### config.mk
export PLATFORM = sky130hd
export DESIGN_NAME = ascii_hex_frame_checker_unit_flat
export DESIGN_NICKNAME = d
export VERILOG_FILES = /design/src/sv/ahfc_pkg.sv /design/src/sv/ahfc_if.sv /design/src/sv/ahfc_parser.sv /design/src/sv/ascii_hex_frame_checker_unit.sv /design/src/flat_wrapper.sv
export SDC_FILE = /design/constraint.sdc
export NUM_CORES = 1
export LEC_CHECK = 0
export BUFFER_PORTS_ARGS = -buffer_cell sky130_fd_sc_hd__clkbuf_2
export CAP_MARGIN = 30
export CORE_MARGIN = 4
export CORE_UTILIZATION = 40
export DETAILED_ROUTE_END_ITERATION = 10
export GPL_TIMING_DRIVEN = 0
export SLEW_MARGIN = 25
export SYNTH_ARGS = -nofsm -noshare
export SYNTH_HDL_FRONTEND = slang
export SYNTH_SLANG_ARGS = --single-unit
export TNS_END_PERCENT = 100
### constraint.sdc
create_clock -name i_clk -period 5.05 [get_ports i_clk]
set_clock_uncertainty 0.15 [all_clocks]
set_input_delay 0 -clock i_clk [delete_from_list [all_inputs] [get_ports i_clk]]
set_output_delay 0 -clock i_clk [all_outputs]
set_load 0.1 [all_outputs]
### src/sv/ahfc_pkg.sv
// ----------------------------------------------------------------------------
// ahfc_pkg
// Shared widths, character codes, result codes and hex decoding for the
// ascii hex frame checker.
// ----------------------------------------------------------------------------
package ahfc_pkg;

    // frame geometry
    localparam int MAX_PAYLOAD = 32;
    localparam int POS_W       = $clog2(2 * MAX_PAYLOAD + 3);

    // configuration port
    localparam int CFG_IDX_W  = 8;
    localparam int CFG_DATA_W = 8;
    localparam logic [CFG_IDX_W-1:0] CFG_PAYLOAD_BYTES = CFG_IDX_W'(0);
    localparam logic [CFG_IDX_W-1:0] CFG_ECHO_SKIP     = CFG_IDX_W'(1);

    localparam logic [6:0] PAYLOAD_RESET   = 7'd32;
    localparam logic [7:0] ECHO_SKIP_RESET = 8'd0;

    // frame characters
    localparam logic [7:0] CH_HEADER  = 8'h3C;
    localparam logic [7:0] CH_TRAILER = 8'h3E;
    localparam logic [7:0] SUM_INIT   = 8'h00;

    // result codes
    localparam logic       KIND_DATA      = 1'b0;
    localparam logic       KIND_STATUS    = 1'b1;
    localparam logic [1:0] STAT_OK        = 2'd0;
    localparam logic [1:0] STAT_BAD_FRAME = 2'd1;
    localparam logic [1:0] STAT_BAD_SUM   = 2'd2;

    typedef struct packed {
        logic       kind;
        logic [7:0] data_byte;
        logic [1:0] status;
        logic       last;
    } t_result;

    typedef struct packed {
        logic                  valid;
        logic [CFG_IDX_W-1:0]  index;
        logic [CFG_DATA_W-1:0] data;
    } t_cfg_wr;

    // hex character to nibble, anything else decodes as zero
    function automatic logic [3:0] hex_nibble(input logic [7:0] c);
        logic [7:0] d;
        d = 8'h00;
        if (c >= 8'h30 && c <= 8'h39) begin
            d = c - 8'h30;
        end else if (c >= 8'h41 && c <= 8'h46) begin
            d = c - 8'h37;
        end else if (c >= 8'h61 && c <= 8'h66) begin
            d = c - 8'h57;
        end
        return d[3:0];
    endfunction

endpackage

### src/sv/ahfc_if.sv
// ----------------------------------------------------------------------------
// ahfc channel interfaces
// Valid/ready channels for received characters, results and register writes.
// ----------------------------------------------------------------------------
interface ahfc_rx_if;
    logic       valid;
    logic       ready;
    logic [7:0] rx_byte;

    modport source (output valid, output rx_byte, input ready);
    modport sink   (input valid, input rx_byte, output ready);
endinterface

interface ahfc_res_if;
    logic       valid;
    logic       ready;
    logic       kind;
    logic [7:0] data_byte;
    logic [1:0] status;
    logic       last;

    modport source (output valid, output kind, output data_byte, output status,
                    output last, input ready);
    modport sink   (input valid, input kind, input data_byte, input status,
                    input last, output ready);
endinterface

interface ahfc_cfg_if;
    import ahfc_pkg::*;
    logic                  valid;
    logic                  ready;
    logic [CFG_IDX_W-1:0]  index;
    logic [CFG_DATA_W-1:0] data;

    modport source (output valid, output index, output data, input ready);
    modport sink   (input valid, input index, input data, output ready);
endinterface

### src/sv/ahfc_parser.sv
// ----------------------------------------------------------------------------
// ahfc_parser
// Frame state and per-character decode: echo drop, header, hex data, checksum
// and trailer, with the configuration registers.
// ----------------------------------------------------------------------------
module ahfc_parser (
    input  logic              i_clk,
    input  logic              i_rst_n,
    input  logic              i_step,
    input  logic [7:0]        i_byte,
    input  ahfc_pkg::t_cfg_wr i_cfg,
    output logic              o_res_valid,
    output ahfc_pkg::t_result o_res
);
    import ahfc_pkg::*;

    logic [6:0]       r_payload,     n_payload;
    logic [7:0]       r_echo_skip,   n_echo_skip;
    logic [7:0]       r_echo_left,   n_echo_left;
    logic [POS_W-1:0] r_frame_pos,   n_frame_pos;
    logic [7:0]       r_char_sum,    n_char_sum;
    logic [3:0]       r_high_nib,    n_high_nib;
    logic             r_header_good, n_header_good;
    logic [7:0]       r_rx_cks,      n_rx_cks;

    logic [6:0]       eff_n;
    logic [POS_W-1:0] data_end;
    logic [3:0]       nib;

    // clamp payload length into 1..MAX_PAYLOAD
    always_comb begin
        if (r_payload == 7'd0) begin
            eff_n = 7'd1;
        end else if (r_payload > 7'(MAX_PAYLOAD)) begin
            eff_n = 7'(MAX_PAYLOAD);
        end else begin
            eff_n = r_payload;
        end
    end

    assign data_end = POS_W'({eff_n, 1'b0});
    assign nib      = hex_nibble(i_byte);

    // next state and result for one character
    always_comb begin
        n_payload     = r_payload;
        n_echo_skip   = r_echo_skip;
        n_echo_left   = r_echo_left;
        n_frame_pos   = r_frame_pos;
        n_char_sum    = r_char_sum;
        n_high_nib    = r_high_nib;
        n_header_good = r_header_good;
        n_rx_cks      = r_rx_cks;
        o_res_valid   = 1'b0;
        o_res         = '0;

        if (i_step) begin
            if (r_echo_left != 8'd0) begin
                n_echo_left = r_echo_left - 8'd1;
            end else if (r_frame_pos == '0) begin
                n_header_good = (i_byte == CH_HEADER);
                n_frame_pos   = POS_W'(1);
            end else if (r_frame_pos <= data_end) begin
                n_char_sum  = r_char_sum + i_byte;
                n_frame_pos = r_frame_pos + POS_W'(1);
                if (r_frame_pos[0]) begin
                    n_high_nib = nib;
                end else begin
                    o_res_valid     = 1'b1;
                    o_res.kind      = KIND_DATA;
                    o_res.data_byte = {r_high_nib, nib};
                    o_res.status    = STAT_OK;
                    o_res.last      = 1'b0;
                end
            end else if (r_frame_pos == data_end + POS_W'(1)) begin
                n_rx_cks    = {nib, 4'h0};
                n_frame_pos = r_frame_pos + POS_W'(1);
            end else if (r_frame_pos == data_end + POS_W'(2)) begin
                n_rx_cks    = {r_rx_cks[7:4], nib};
                n_frame_pos = r_frame_pos + POS_W'(1);
            end else begin
                // trailer: framing errors outrank a checksum mismatch
                o_res_valid = 1'b1;
                o_res.kind  = KIND_STATUS;
                o_res.last  = 1'b1;
                if (!r_header_good || i_byte != CH_TRAILER) begin
                    o_res.status = STAT_BAD_FRAME;
                end else if (r_rx_cks != r_char_sum) begin
                    o_res.status = STAT_BAD_SUM;
                end else begin
                    o_res.status = STAT_OK;
                end
                n_echo_left   = r_echo_skip;
                n_frame_pos   = '0;
                n_char_sum    = SUM_INIT;
                n_high_nib    = 4'h0;
                n_header_good = 1'b0;
                n_rx_cks      = 8'h00;
            end
        end

        // register writes, unknown indexes are dropped
        if (i_cfg.valid) begin
            case (i_cfg.index)
                CFG_PAYLOAD_BYTES: begin
                    n_payload = i_cfg.data[6:0];
                end
                CFG_ECHO_SKIP: begin
                    n_echo_skip = i_cfg.data;
                    if (r_frame_pos == '0) begin
                        n_echo_left = i_cfg.data;
                    end
                end
                default: begin
                end
            endcase
        end
    end

    always_ff @(posedge i_clk) begin
        if (!i_rst_n) begin
            r_payload     <= PAYLOAD_RESET;
            r_echo_skip   <= ECHO_SKIP_RESET;
            r_echo_left   <= ECHO_SKIP_RESET;
            r_frame_pos   <= '0;
            r_char_sum    <= SUM_INIT;
            r_high_nib    <= 4'h0;
            r_header_good <= 1'b0;
            r_rx_cks      <= 8'h00;
        end else begin
            r_payload     <= n_payload;
            r_echo_skip   <= n_echo_skip;
            r_echo_left   <= n_echo_left;
            r_frame_pos   <= n_frame_pos;
            r_char_sum    <= n_char_sum;
            r_high_nib    <= n_high_nib;
            r_header_good <= n_header_good;
            r_rx_cks      <= n_rx_cks;
        end
    end

endmodule

### src/sv/ascii_hex_frame_checker_unit.sv
// Path: an accepted character is held in the input register, and its result
// beat is then registered in the result buffer.
// Throughput: one character per cycle unless a full, stalled result buffer
// holds it; two entries let a character in while a result waits on the output.
// Reset (i_rst_n low, synchronous): registers return to payload 32, echo 0,
// frame state cleared and no beat held.
// ----------------------------------------------------------------------------
// ascii_hex_frame_checker_unit
// Top level: input register, frame parser and a two-entry result buffer.
// ----------------------------------------------------------------------------
module ascii_hex_frame_checker_unit (
    input  logic            i_clk,
    input  logic            i_rst_n,
    ahfc_rx_if.sink         i_rx,
    ahfc_res_if.source      o_res,
    ahfc_cfg_if.sink        i_cfg
);
    import ahfc_pkg::*;

    logic       r_in_valid;
    logic [7:0] r_in_byte;

    t_result    r_out, r_skid;
    logic       r_out_valid, r_skid_valid;

    logic       pop;
    logic       advance;
    logic       rx_take;
    logic       push;
    t_result    res;
    logic       res_valid;
    t_cfg_wr    cfg;

    // stage handshakes
    assign pop     = r_out_valid && o_res.ready;
    assign advance = r_in_valid && (!r_skid_valid || pop);
    assign rx_take = i_rx.valid && i_rx.ready;
    assign push    = advance && res_valid;

    assign i_rx.ready  = !r_in_valid || advance;
    assign i_cfg.ready = 1'b1;

    assign cfg.valid = i_cfg.valid;
    assign cfg.index = i_cfg.index;
    assign cfg.data  = i_cfg.data;

    // input register
    always_ff @(posedge i_clk) begin
        if (!i_rst_n) begin
            r_in_valid <= 1'b0;
        end else if (i_rx.ready) begin
            r_in_valid <= i_rx.valid;
        end
    end

    always_ff @(posedge i_clk) begin
        if (rx_take) begin
            r_in_byte <= i_rx.rx_byte;
        end
    end

    ahfc_parser u_parser (
        .i_clk       (i_clk),
        .i_rst_n     (i_rst_n),
        .i_step      (advance),
        .i_byte      (r_in_byte),
        .i_cfg       (cfg),
        .o_res_valid (res_valid),
        .o_res       (res)
    );

    // result buffer: output register backed by a skid entry
    always_ff @(posedge i_clk) begin
        if (!i_rst_n) begin
            r_out_valid  <= 1'b0;
            r_skid_valid <= 1'b0;
        end else if (r_skid_valid) begin
            if (pop) begin
                r_skid_valid <= push;
            end
        end else if (r_out_valid) begin
            if (pop) begin
                r_out_valid <= push;
            end else if (push) begin
                r_skid_valid <= 1'b1;
            end
        end else begin
            r_out_valid <= push;
        end
    end

    always_ff @(posedge i_clk) begin
        if (r_skid_valid) begin
            if (pop) begin
                r_out <= r_skid;
                if (push) begin
                    r_skid <= res;
                end
            end
        end else if (r_out_valid) begin
            if (pop && push) begin
                r_out <= res;
            end else if (push) begin
                r_skid <= res;
            end
        end else if (push) begin
            r_out <= res;
        end
    end

    assign o_res.valid     = r_out_valid;
    assign o_res.kind      = r_out.kind;
    assign o_res.data_byte = r_out.data_byte;
    assign o_res.status    = r_out.status;
    assign o_res.last      = r_out.last;

endmodule

### src/flat_wrapper.sv
// flat-port wrapper written by rule: the top's interface ports become plain ports
module ascii_hex_frame_checker_unit_flat import ahfc_pkg::*;
  (i_clk, i_rst_n, i_rx_valid, i_rx_rx_byte, i_rx_ready, o_res_valid, o_res_kind, o_res_data_byte, o_res_status, o_res_last, o_res_ready, i_cfg_valid, i_cfg_index, i_cfg_data, i_cfg_ready);
  ahfc_rx_if i_rx_i ();
  ahfc_res_if o_res_i ();
  ahfc_cfg_if i_cfg_i ();
  input  logic i_clk;
  input  logic i_rst_n;
  input wire logic [$bits(i_rx_i.valid)-1:0] i_rx_valid;
  input wire logic [$bits(i_rx_i.rx_byte)-1:0] i_rx_rx_byte;
  output wire logic [$bits(i_rx_i.ready)-1:0] i_rx_ready;
  output wire logic [$bits(o_res_i.valid)-1:0] o_res_valid;
  output wire logic [$bits(o_res_i.kind)-1:0] o_res_kind;
  output wire logic [$bits(o_res_i.data_byte)-1:0] o_res_data_byte;
  output wire logic [$bits(o_res_i.status)-1:0] o_res_status;
  output wire logic [$bits(o_res_i.last)-1:0] o_res_last;
  input wire logic [$bits(o_res_i.ready)-1:0] o_res_ready;
  input wire logic [$bits(i_cfg_i.valid)-1:0] i_cfg_valid;
  input wire logic [$bits(i_cfg_i.index)-1:0] i_cfg_index;
  input wire logic [$bits(i_cfg_i.data)-1:0] i_cfg_data;
  output wire logic [$bits(i_cfg_i.ready)-1:0] i_cfg_ready;
  assign i_rx_i.valid = i_rx_valid;
  assign i_rx_i.rx_byte = i_rx_rx_byte;
  assign i_rx_ready = i_rx_i.ready;
  assign o_res_valid = o_res_i.valid;
  assign o_res_kind = o_res_i.kind;
  assign o_res_data_byte = o_res_i.data_byte;
  assign o_res_status = o_res_i.status;
  assign o_res_last = o_res_i.last;
  assign o_res_i.ready = o_res_ready;
  assign i_cfg_i.valid = i_cfg_valid;
  assign i_cfg_i.index = i_cfg_index;
  assign i_cfg_i.data = i_cfg_data;
  assign i_cfg_ready = i_cfg_i.ready;
  ascii_hex_frame_checker_unit u_core (.i_clk(i_clk), .i_rst_n(i_rst_n), .i_rx(i_rx_i), .o_res(o_res_i), .i_cfg(i_cfg_i));
endmodule
Word-level counts from Yosys, hierarchy flattened
Index checks and enable logic that the tools add are counted.
{ "word_totals": {"reg_bits": 86, "inputBits": 29, "out_inout_bits": 15, "elab_cells": 151} }
{ "classes": {"addsub": 8, "n_lt_le_gt_ge": 8, "eq_ne": 16, "mux": 65, "bitwise_logic": 3, "reduce_logical": 30} }
{ "op_table": {"columns": ["operator", "n"], "rows": [
  ["$mux W12", 13],
  ["$mux W8", 15],
  ["$mux W4", 7],
  ["$mux W7", 4],
  ["$mux W1", 18],
  ["$ge A8 B7 Y1 const B", 2],
  ["$le A8 B7 Y1 const B", 2],
  ["$ne A2 B2 Y1 const B", 8],
  ["$reduce_and A5 Y1", 3],
  ["$add A7 B1 Y7 const B", 2],
  ["$eq A7 B7 Y1", 2],
  ["$logic_not A7 Y1", 2],
  ["$mux W6", 2],
  ["$mux W11", 1],
  ["$mux W3", 3],
  ["$add A8 B8 Y8", 1],
  ["$eq A8 B1 Y1 const B", 1],
  ["$eq A8 B6 Y1 const B", 1],
  ["$ge A8 B6 Y1 const B", 1],
  ["$le A8 B6 Y1 const B", 1],
  ["$logic_and A1 B1 Y1", 8],
  ["$logic_not A8 Y1", 1],
  ["$ne A8 B6 Y1 const B", 1],
  ["$ne A8 B8 Y1", 1],
  ["19 further kinds", 30]
]} }

Logic depth before layout (Yosys ltp)
Gate-level depths: netlist (run 1).
{ "depth": {"word_depth": 16, "depth_mapped": 13, "mapped_depth_nobuf": 13} }

Cells and area by module
From an unflattened synthesis (run 1), not the netlist that was laid out.
{ "unflattened": {"cells_unflattened": 504, "area_unflattened_um2": 4873.4} }
{ "modules_own_cells": {"columns": ["mod", "instances", "cells_each", "area_each_um2", "seq_area_each_um2"], "rows": [
  ["ahfc_parser", 1, 434, 3562.2, 1021.0],
  ["ascii_hex_frame_checker_unit", 1, 70, 1311.3, 1021.0]
]} }

Least setup slack after synthesis (run 1)
Ideal clock, no wire load.
{ "synth_path": {"path_kind": "flip-flop to flip-flop", "start": "register u_core.r_out_valid, in the netlist u_core.o_res.valid", "end": "register u_core.r_skid[0] (netlist bit), enable pin", "setup_time_ns": 0.378, "arrival_ns": 2.780, "required_time_ns": 4.522, "slack_ns": 1.742, "stages_incl_launch_ff": 8, "n_path_buf": 0, "synth_period_minus_slack_ns": 3.308, "cell_sequence": "dfxtp_1 > nand2_1 > a21boi_0 > nand3_1 > a21oi_1 > and2_1 > nor2_1 > nor2_1"} }
{ "synth_via": {"elab_chain_cells": 8, "word_cells_on_any_way": 10, "classes_between": "2 x eq/ne; 1 x mux; 7 x reduce/logical"} }
{ "synth_rtl": {"columns": ["item", "line", "rtl"], "rows": [
  ["from (decl)", "ascii_hex_frame_checker_unit.sv:24", "logic r_out_valid, r_skid_valid;"],
  ["from (signal assigned)", "ascii_hex_frame_checker_unit.sv:83", "r_out_valid <= push;"],
  ["from (signal assigned)", "ascii_hex_frame_checker_unit.sv:88", "r_out_valid <= push;"],
  ["$logic_and A1 B1 Y1", "ascii_hex_frame_checker_unit.sv:35", "assign pop = r_out_valid && o_res.ready;"],
  ["$logic_or A1 B1 Y1", "ascii_hex_frame_checker_unit.sv:36", "assign advance = r_in_valid && (!r_skid_valid || pop);"],
  ["$logic_and A1 B1 Y1", "ascii_hex_frame_checker_unit.sv:36", null],
  ["$mux W1", "ahfc_parser.sv:57", "if (i_step) begin"],
  ["$logic_and A1 B1 Y1", "ascii_hex_frame_checker_unit.sv:38", "assign push = advance && res_valid;"],
  ["$logic_and A1 B1 Y1", "ascii_hex_frame_checker_unit.sv:101", "if (pop && push) begin"],
  ["$ne A2 B1 Y1 (no source line)", null, null],
  ["$reduce_and A3 Y1 (no source line) *", null, null],
  ["to (signal assigned)", "ascii_hex_frame_checker_unit.sv:97", "r_skid <= res;"],
  ["to (signal assigned)", "ascii_hex_frame_checker_unit.sv:104", "r_skid <= res;"],
  ["to (decl)", "ascii_hex_frame_checker_unit.sv:23", "t_result r_out, r_skid;"]
]} }
Every way passes the cells marked *; elsewhere a longest branch is shown, timed or not.
A chain may end at the register's enable or synchronous reset.

Final worst setup path (run 1)
{ "layout_path": {"start": "register u_core.u_parser.r_payload[3]", "end": "register u_core.r_skid[0] (netlist bit), enable pin"} }
{ "layout_via": {"elab_chain_cells": 15, "word_cells_on_any_way": 19, "classes_between": "2 x add/sub; 2 x order compare; 3 x eq/ne; 8 x mux; 4 x reduce/logical"} }
{ "layout_rtl": {"columns": ["item", "line", "rtl"], "rows": [
  ["from (decl)", "ahfc_parser.sv:17", "logic [6:0] r_payload, n_payload;"],
  ["from (signal assigned)", "ahfc_parser.sv:131", "r_payload <= n_payload;"],
  ["$gt A7 B6 Y1", "ahfc_parser.sv:34", "end else if (r_payload > 7'(MAX_PAYLOAD)) begin"],
  ["$mux W6", "ahfc_parser.sv:34", null],
  ["$mux W6 *", "ahfc_parser.sv:32", "if (r_payload == 7'd0) begin"],
  ["$add A7 B2 Y7", "ahfc_parser.sv:78", "end else if (r_frame_pos == data_end + POS_W'(2)) begin"],
  ["$eq A7 B7 Y1", "ahfc_parser.sv:78", null],
  ["$mux W1", "ahfc_parser.sv:78", null],
  ["$mux W1", "ahfc_parser.sv:75", "end else if (r_frame_pos == data_end + POS_W'(1)) begin"],
  ["$mux W1 *", "ahfc_parser.sv:63", "end else if (r_frame_pos <= data_end) begin"],
  ["$mux W1 *", "ahfc_parser.sv:60", "end else if (r_frame_pos == '0) begin"],
  ["$mux W1 *", "ahfc_parser.sv:58", "if (r_echo_left != 8'd0) begin"],
  ["$mux W1 *", "ahfc_parser.sv:57", null],
  ["$logic_and A1 B1 Y1 *", "ascii_hex_frame_checker_unit.sv:38", null],
  ["$logic_and A1 B1 Y1 *", "ascii_hex_frame_checker_unit.sv:101", null],
  ["$ne A2 B1 Y1 (no source line) *", null, null],
  ["$reduce_and A3 Y1 (no source line) *", null, null]
]} }
Marks and branches as above.

==> results of run 1 <==
flip-flops by register name, summed over array words and instances (netlist names):
register	flops
u_core.r_skid	11
u_core.o_res.data_byte	8
u_core.r_in_byte	8
u_core.u_parser.r_char_sum	8
u_core.u_parser.r_echo_left	8
u_core.u_parser.r_echo_skip	8
u_core.u_parser.r_rx_cks	8
u_core.u_parser.r_frame_pos	7
u_core.u_parser.r_payload	7
u_core.u_parser.r_high_nib	4
u_core.o_res.status	2
u_core.o_res.last	1
u_core.o_res.valid	1
u_core.r_in_valid	1
u_core.r_skid_valid	1
u_core.u_parser.r_header_good	1
final cells by class:
cell class | instances | area (um^2) | share of cell area (%)
Timing Repair Buffer | 61 | 405 | 7.24
Inverter | 20 | 75.1 | 1.34
Clock buffer | 10 | 239 | 4.27
Sequential cell | 84 | 1980 | 35.4
Clock inverter | 6 | 93.8 | 1.68
Multi-Input combinational cell | 359 | 2520 | 45.0
Buffer | 24 | 106 | 1.90
Tap cell | 143 | 179 | 3.20
what timing repair did:
action                     CTS  global route
hold buffers                20             0
hold endpoints to repair    39             0
setup endpoints to repair    0             0
routing by layer:
layer	GRT usage, %	share of wire, %
met1	22.5	47
met2	27.0	46
met3	4.15	4.4
met4	6.26	2.0
met5	0	0
cells in the final DEF, fill, tap and decap left out, types with 9 or more instances in the layout:
master         count
nand3_1           20
clkbuf_1          16
nand2_1           44
edfxtp_1          30
a21boi_0          16
inv_1             20
clkbuf_16          9
a21oi_1           13
o21ai_0           23
nor3_1            12
o211ai_1           9
and3_1            17
nor2_1            26
nor2b_1           17
ha_1              24
xnor2_1           17
dlygate4sd3_1     20
mux2_2            10
mux2i_1           21
clkbuf_2          41
dfxtp_1           54
report_power, final:
group	internal, mW	switching (mW)	leakage (nW)
clock	0.453	0.280	0.165
sequential	0.711	0.0160	0.728
combinational	0.0672	0.0877	1.31
total	1.23	0.384	2.20
kinds of logic after synthesis:
family                   synth area share [%]
buffers and inverters                    3.88
AND/OR/NAND/NOR                          20.4
other                                  0.0802
multiplexers                             6.90
AO/OA/AOI/OAI                            14.9
flip-flops                               42.4
adder cells (fa/ha/maj)                  6.85
XOR/XNOR                                 4.68
path summary, 6_finish.rpt:
kind	to	slack, ns	depth (start not counted)	start
worst max-delay path	u_core.r_skid[0]	1.12	10	u_core.u_parser.r_payload[3]
worst min-delay path	u_core.u_parser.r_char_sum[7]	-0.001	3	i_rst_n
worst max register to register	u_core.r_skid[0]	1.12	10	u_core.u_parser.r_payload[3]
worst min register to register	u_core.u_parser.r_high_nib[0]	0.32	2	u_core.u_parser.r_high_nib[0]
critical path: cells and delay by family (launching register included):
family          cells  cell delay [ns]
simple gates        4             1.37
compound gates      4             1.12
flops               1             0.45
fa+ha+maj           1             0.33
buf+inv             1             0.12
per-stage QoR:
step / area [um^2] / hold WS, ns / std cells / util [%] / power (mW)
after global routing: 5600 / 0.0626 / 707 / 49.0 / 1.68
after detailed placement: 5070 / 0.0287 / 671 / 44.4 / 0.885
after global placement: 5060 / 0.0283 / 671 / 44.3 / 0.882
final: 5600 / -0.00136 / 707 / 49.0 / 1.61
after floorplan: 4680 / -0.0511 / 487 / - / 0.842
after CTS: 5600 / 0.00304 / 707 / 49.0 / 1.63
==> run summary, run 1 <==
Outcome: complete, but fails checks
Failing checks: negative hold slack
Fin. max-slew vios: 0
Post-route ant nets: 0
Die Wd: 116 um
Fin. Hold Viols: 1
Initial antenna violation count: 0
Longest Clk Path Bufs: 2
Grt total ovfl: 0
CP required: 4.87 ns
Maximum vdd drop: 244 uV
Max incr delay on CP: 0.65 ns
Max_slew headroom: 43.3%
Crit-path max FO: 11
Final setup fails: 0
Worst skew pair latency: 0.35 ns
Synthesized Nets: 541
Synth Flop Type: dfxtp_1
Asr flop ratio synth: 0%
Leakage: 2.20 nW
Setup crit end kind: flip-flop
Initial Util: 40.9%
Nets: 613
HPWL after detailed placement: 8.07 mm
Core Footprint: 11,400 um^2
Slew @ Worst Pin: 0.848 ns
Slack of the critical path: 1.12 ns
Vias: 3,771
Post-Syn Instances: 487
First-pass GRT wire length: 18.1 mm
Share of cells above drive strength 1: 14.4%
Post-synth EDFFs: 30
Arr. time, crit path: 3.75 ns
Rows: 39
Most frequent cell after synthesis: dfxtp_1
Wirelength per Cell: 15.0 um
Area Growth Syn to Fin: 19.7%
Vias in the first global route: 3,790
Critical Path Start Type: flip-flop
Synthesized flop and latch total: 84
Largest net degree at the start of global routing: 16
Post-Synthesis Cell Area: 4680 um^2
Worst-path clk slew: 0.06 ns
I/O pin total: 44
Vias per Instance: 5.33
Synth warn: 0
Die ar.: 13,500 um^2
CTS resizes: 0
Synth top area share: 23.1%
RSZ-0062 raised after global routing: no
Setup Crit Path Kind: reg -> reg
Placer Congestion: 0.862
Residual DRC: 0
Setup TNS: 0 ns
H-tree levels: 3
Post-CTS Repair Setup Buffers: 0
Tmin final: 3.93 ns
Tcrit/Tclk final: 77.8%
# clock sinks: 84
Sequential area share after synthesis: 42.4%
Slowest CP cell: nor2_1
Fin Hold WS: -0.00136 ns
Cell Chain, Critical Path: nor3b_1 > inv_1 > ha_1 > a21o_1 > a21oi_1 > o221ai_1 > a21oi_1 > and2_1 > nor2_1 > nor2_1
Max frequency: 255 MHz
Synth top cells by count: dfxtp_1 (54), nand2_1 (44), edfxtp_1 (30)
Power Density: 288 nW/um^2
Min-delay worst type: in -> reg
DR iter-0 viols: 179
Antenna Diode Count: 0
I/O Buffers: 41
Final-layout fill cell count: 1,074
Max_cap viols: 0
Dpl ws: 1.08 ns
CTS tree: built
Yosys cell types: 61
Yosys top cell by area: dfxtp_1
Die Height: 116 um
First-pass iteration count of the detailed router: 4
Leading post-synthesis cells by cell area: dfxtp_1 (23%), edfxtp_1 (19%), ha_1 (6.4%)
Final WL: 10.6 mm
Total GRT Usage: 17.0%
Root Driver: clkbuf_16
CTS Buf Count: 9
Avg Inst Size Synth: 9.60 um^2
(Power assumes the default switching activity.)
==> run 2: changes to the inputs <==
Clock period 5.05 ns to 3.9 ns, I/O delays scaled along.
==> run summary, run 2 (synthesized netlist as in run 1, its figures left out) <==
Outcome: complete, but fails checks
Failing checks: negative hold slack
Fin. max-slew vios: 0
Antenna Diode Count: 0
Rows: 39
HPWL after detailed placement: 8.07 mm
Setup Crit Path Kind: reg -> reg
Max_cap viols: 0
R2R Setup Slk: 0.30 ns
Post-DP Area: 5070 um^2
CTS tree: built
CP required: 3.73 ns
DR iter-0 viols: 197
Hold Startpoint: i_rst_n
Max frequency: 278 MHz
RSZ-0062 raised after global routing: no
Critical Path Start Type: flip-flop
CTS Buf Count: 9
Worst skew pair latency: 0.35 ns
# clock sinks: 84
Crit Reg-Reg Startpoint: u_core.u_parser.r_payload[3]
R2R depth: 10
Largest Register: u_core.r_skid
Max_slew headroom: 42.6%
Fin. Hold Viols: 1
Total GRT Usage: 16.9%
Final cell count without fillers: 710
Fin Hold WS: -0.00896 ns
Cell count of the worst hold path: 3
Tcrit/Tclk final: 92.2%
Core Util, Final: 49.4%
Longest Clk Path Bufs: 2
Commonest non-fill, non-tap cell in the layout: dfxtp_1
Root Driver: clkbuf_16
Post-route ant nets: 0
Setup crit end kind: flip-flop
Residual DRC: 0
Slew @ Worst Pin: 0.859 ns
Initial antenna violation count: 0
Area Growth Syn to Fin: 20.6%
Cells after DPL: 671
Setup TNS: 0 ns
Core Footprint: 11,400 um^2
Vias: 3,803
Crit-path max FO: 11
Nets: 616
Wirelength per Cell: 15.2 um
Post-Layout Inst Area: 5640 um^2
Cell Chain, Critical Path: nor3b_1 > inv_1 > ha_1 > a21o_1 > a21oi_1 > o221ai_1 > a21oi_2 > and2_1 > nor2_1 > nor2_2
Power Density: 372 nW/um^2
First-pass iteration count of the detailed router: 4
Worst-path clk slew: 0.06 ns
Most frequent cells in the layout: dfxtp_1 (54), nand2_1 (44), clkbuf_2 (41)
Placer Congestion: 0.862
Final setup fails: 0
Die ar.: 13,500 um^2
Vias per Instance: 5.36
Die Height: 116 um
I/O pin total: 44
Min-delay worst type: in -> reg
Vias in the first global route: 3,779
Final WL: 10.8 mm
Final-layout fill cell count: 1,068
Slowest CP cell: dfxtp_1
Hold Path Sink: u_core.u_parser.r_char_sum[7]
Reg-to-Reg End: u_core.r_skid[0]
Max reg flops: 11
Max incr delay on CP: 0.46 ns
Grt total ovfl: 0
Share of cells above drive strength 1: 15.5%
Tmin final: 3.60 ns
Initial Util: 40.9%
Die Wd: 116 um
I/O Buffers: 41
Arr. time, crit path: 3.43 ns
First-pass GRT wire length: 18.0 mm
H-tree levels: 3
Maximum vdd drop: 316 uV
Largest net degree at the start of global routing: 16
Leakage: 2.22 nW
## run 2: what timing repair did
action                                  4_1_cts  5_1_grt
pin swaps                                     0        1
endpoints found under the setup margin       11       25
hold buffers                                 20        0
hold endpoints to repair                     39        0
resized for setup                             1        3
buffers inserted                              0        3
## run 2: final cells by class
cell class / instances / area [um^2] / share of cell area (%)
Buffer: 24 / 106 / 1.89
Clock buffer: 10 / 239 / 4.24
Clock inverter: 6 / 93.8 / 1.66
Inverter: 20 / 75.1 / 1.33
Multi-Input combinational cell: 359 / 2530 / 45.0
Sequential cell: 84 / 1980 / 35.2
Tap cell: 143 / 179 / 3.17
Timing Repair Buffer: 64 / 428 / 7.59
## run 2: worst max-delay path by stage
stage / end / slack [ns] / startpoint / cells past startpoint
floorplan: u_core.r_skid[0] / 0.59 / u_core.o_res.valid / 7
CTS: u_core.r_skid[0] / 0.14 / u_core.u_parser.r_payload[3] / 10
global placement: u_core.r_skid[2] / 0.06 / u_core.u_parser.r_payload[6] / 13
detailed placement: u_core.r_skid[2] / -0.07 / u_core.u_parser.r_payload[3] / 10
finish: u_core.r_skid[0] / 0.30 / u_core.u_parser.r_payload[3] / 10
global route: u_core.r_skid[0] / 0.05 / u_core.u_parser.r_payload[3] / 10
## run 2: routing by layer
| layer | part of all wire, % | up-vias | GRT usage (%) |
|---|---|---|---|
| met5 | 0 | - | 0 |
| met4 | 1.8 | 0 | 6.26 |
| met3 | 4.1 | 16 | 4.15 |
| met2 | 47 | 69 | 26.9 |
| met1 | 48 | 1796 | 22.5 |
| li1 | - | 1922 | - |
## run 2: worst max-delay path: cells and delay by family, from the launching register on
family / cells / cell delay (ns)
AND/OR/NAND/NOR: 4 / 1.17
adder cells (fa/ha/maj): 1 / 0.33
AO/OA/AOI/OAI: 4 / 1.02
buffers and inverters: 1 / 0.12
flip-flops: 1 / 0.46
## run 2: report_power, final
part	internal, mW	switching [mW]
Sequential	0.921	0.0208
Combinational	0.0870	0.114
Clock	0.586	0.366
## run 2: metrics by stage
| step | power (mW) | setup WS [ns] | hold slack, ns |
|---|---|---|---|
| after CTS | 2.12 | 0.142 | 0.00304 |
| after detailed placement | 1.15 | -0.0747 | 0.0287 |
| after global placement | 1.14 | 0.0612 | 0.0283 |
| after floorplan | 1.09 | 0.592 | -0.0511 |
| final | 2.10 | 0.304 | -0.00896 |
| after global routing | 2.17 | 0.0503 | 0.0498 |
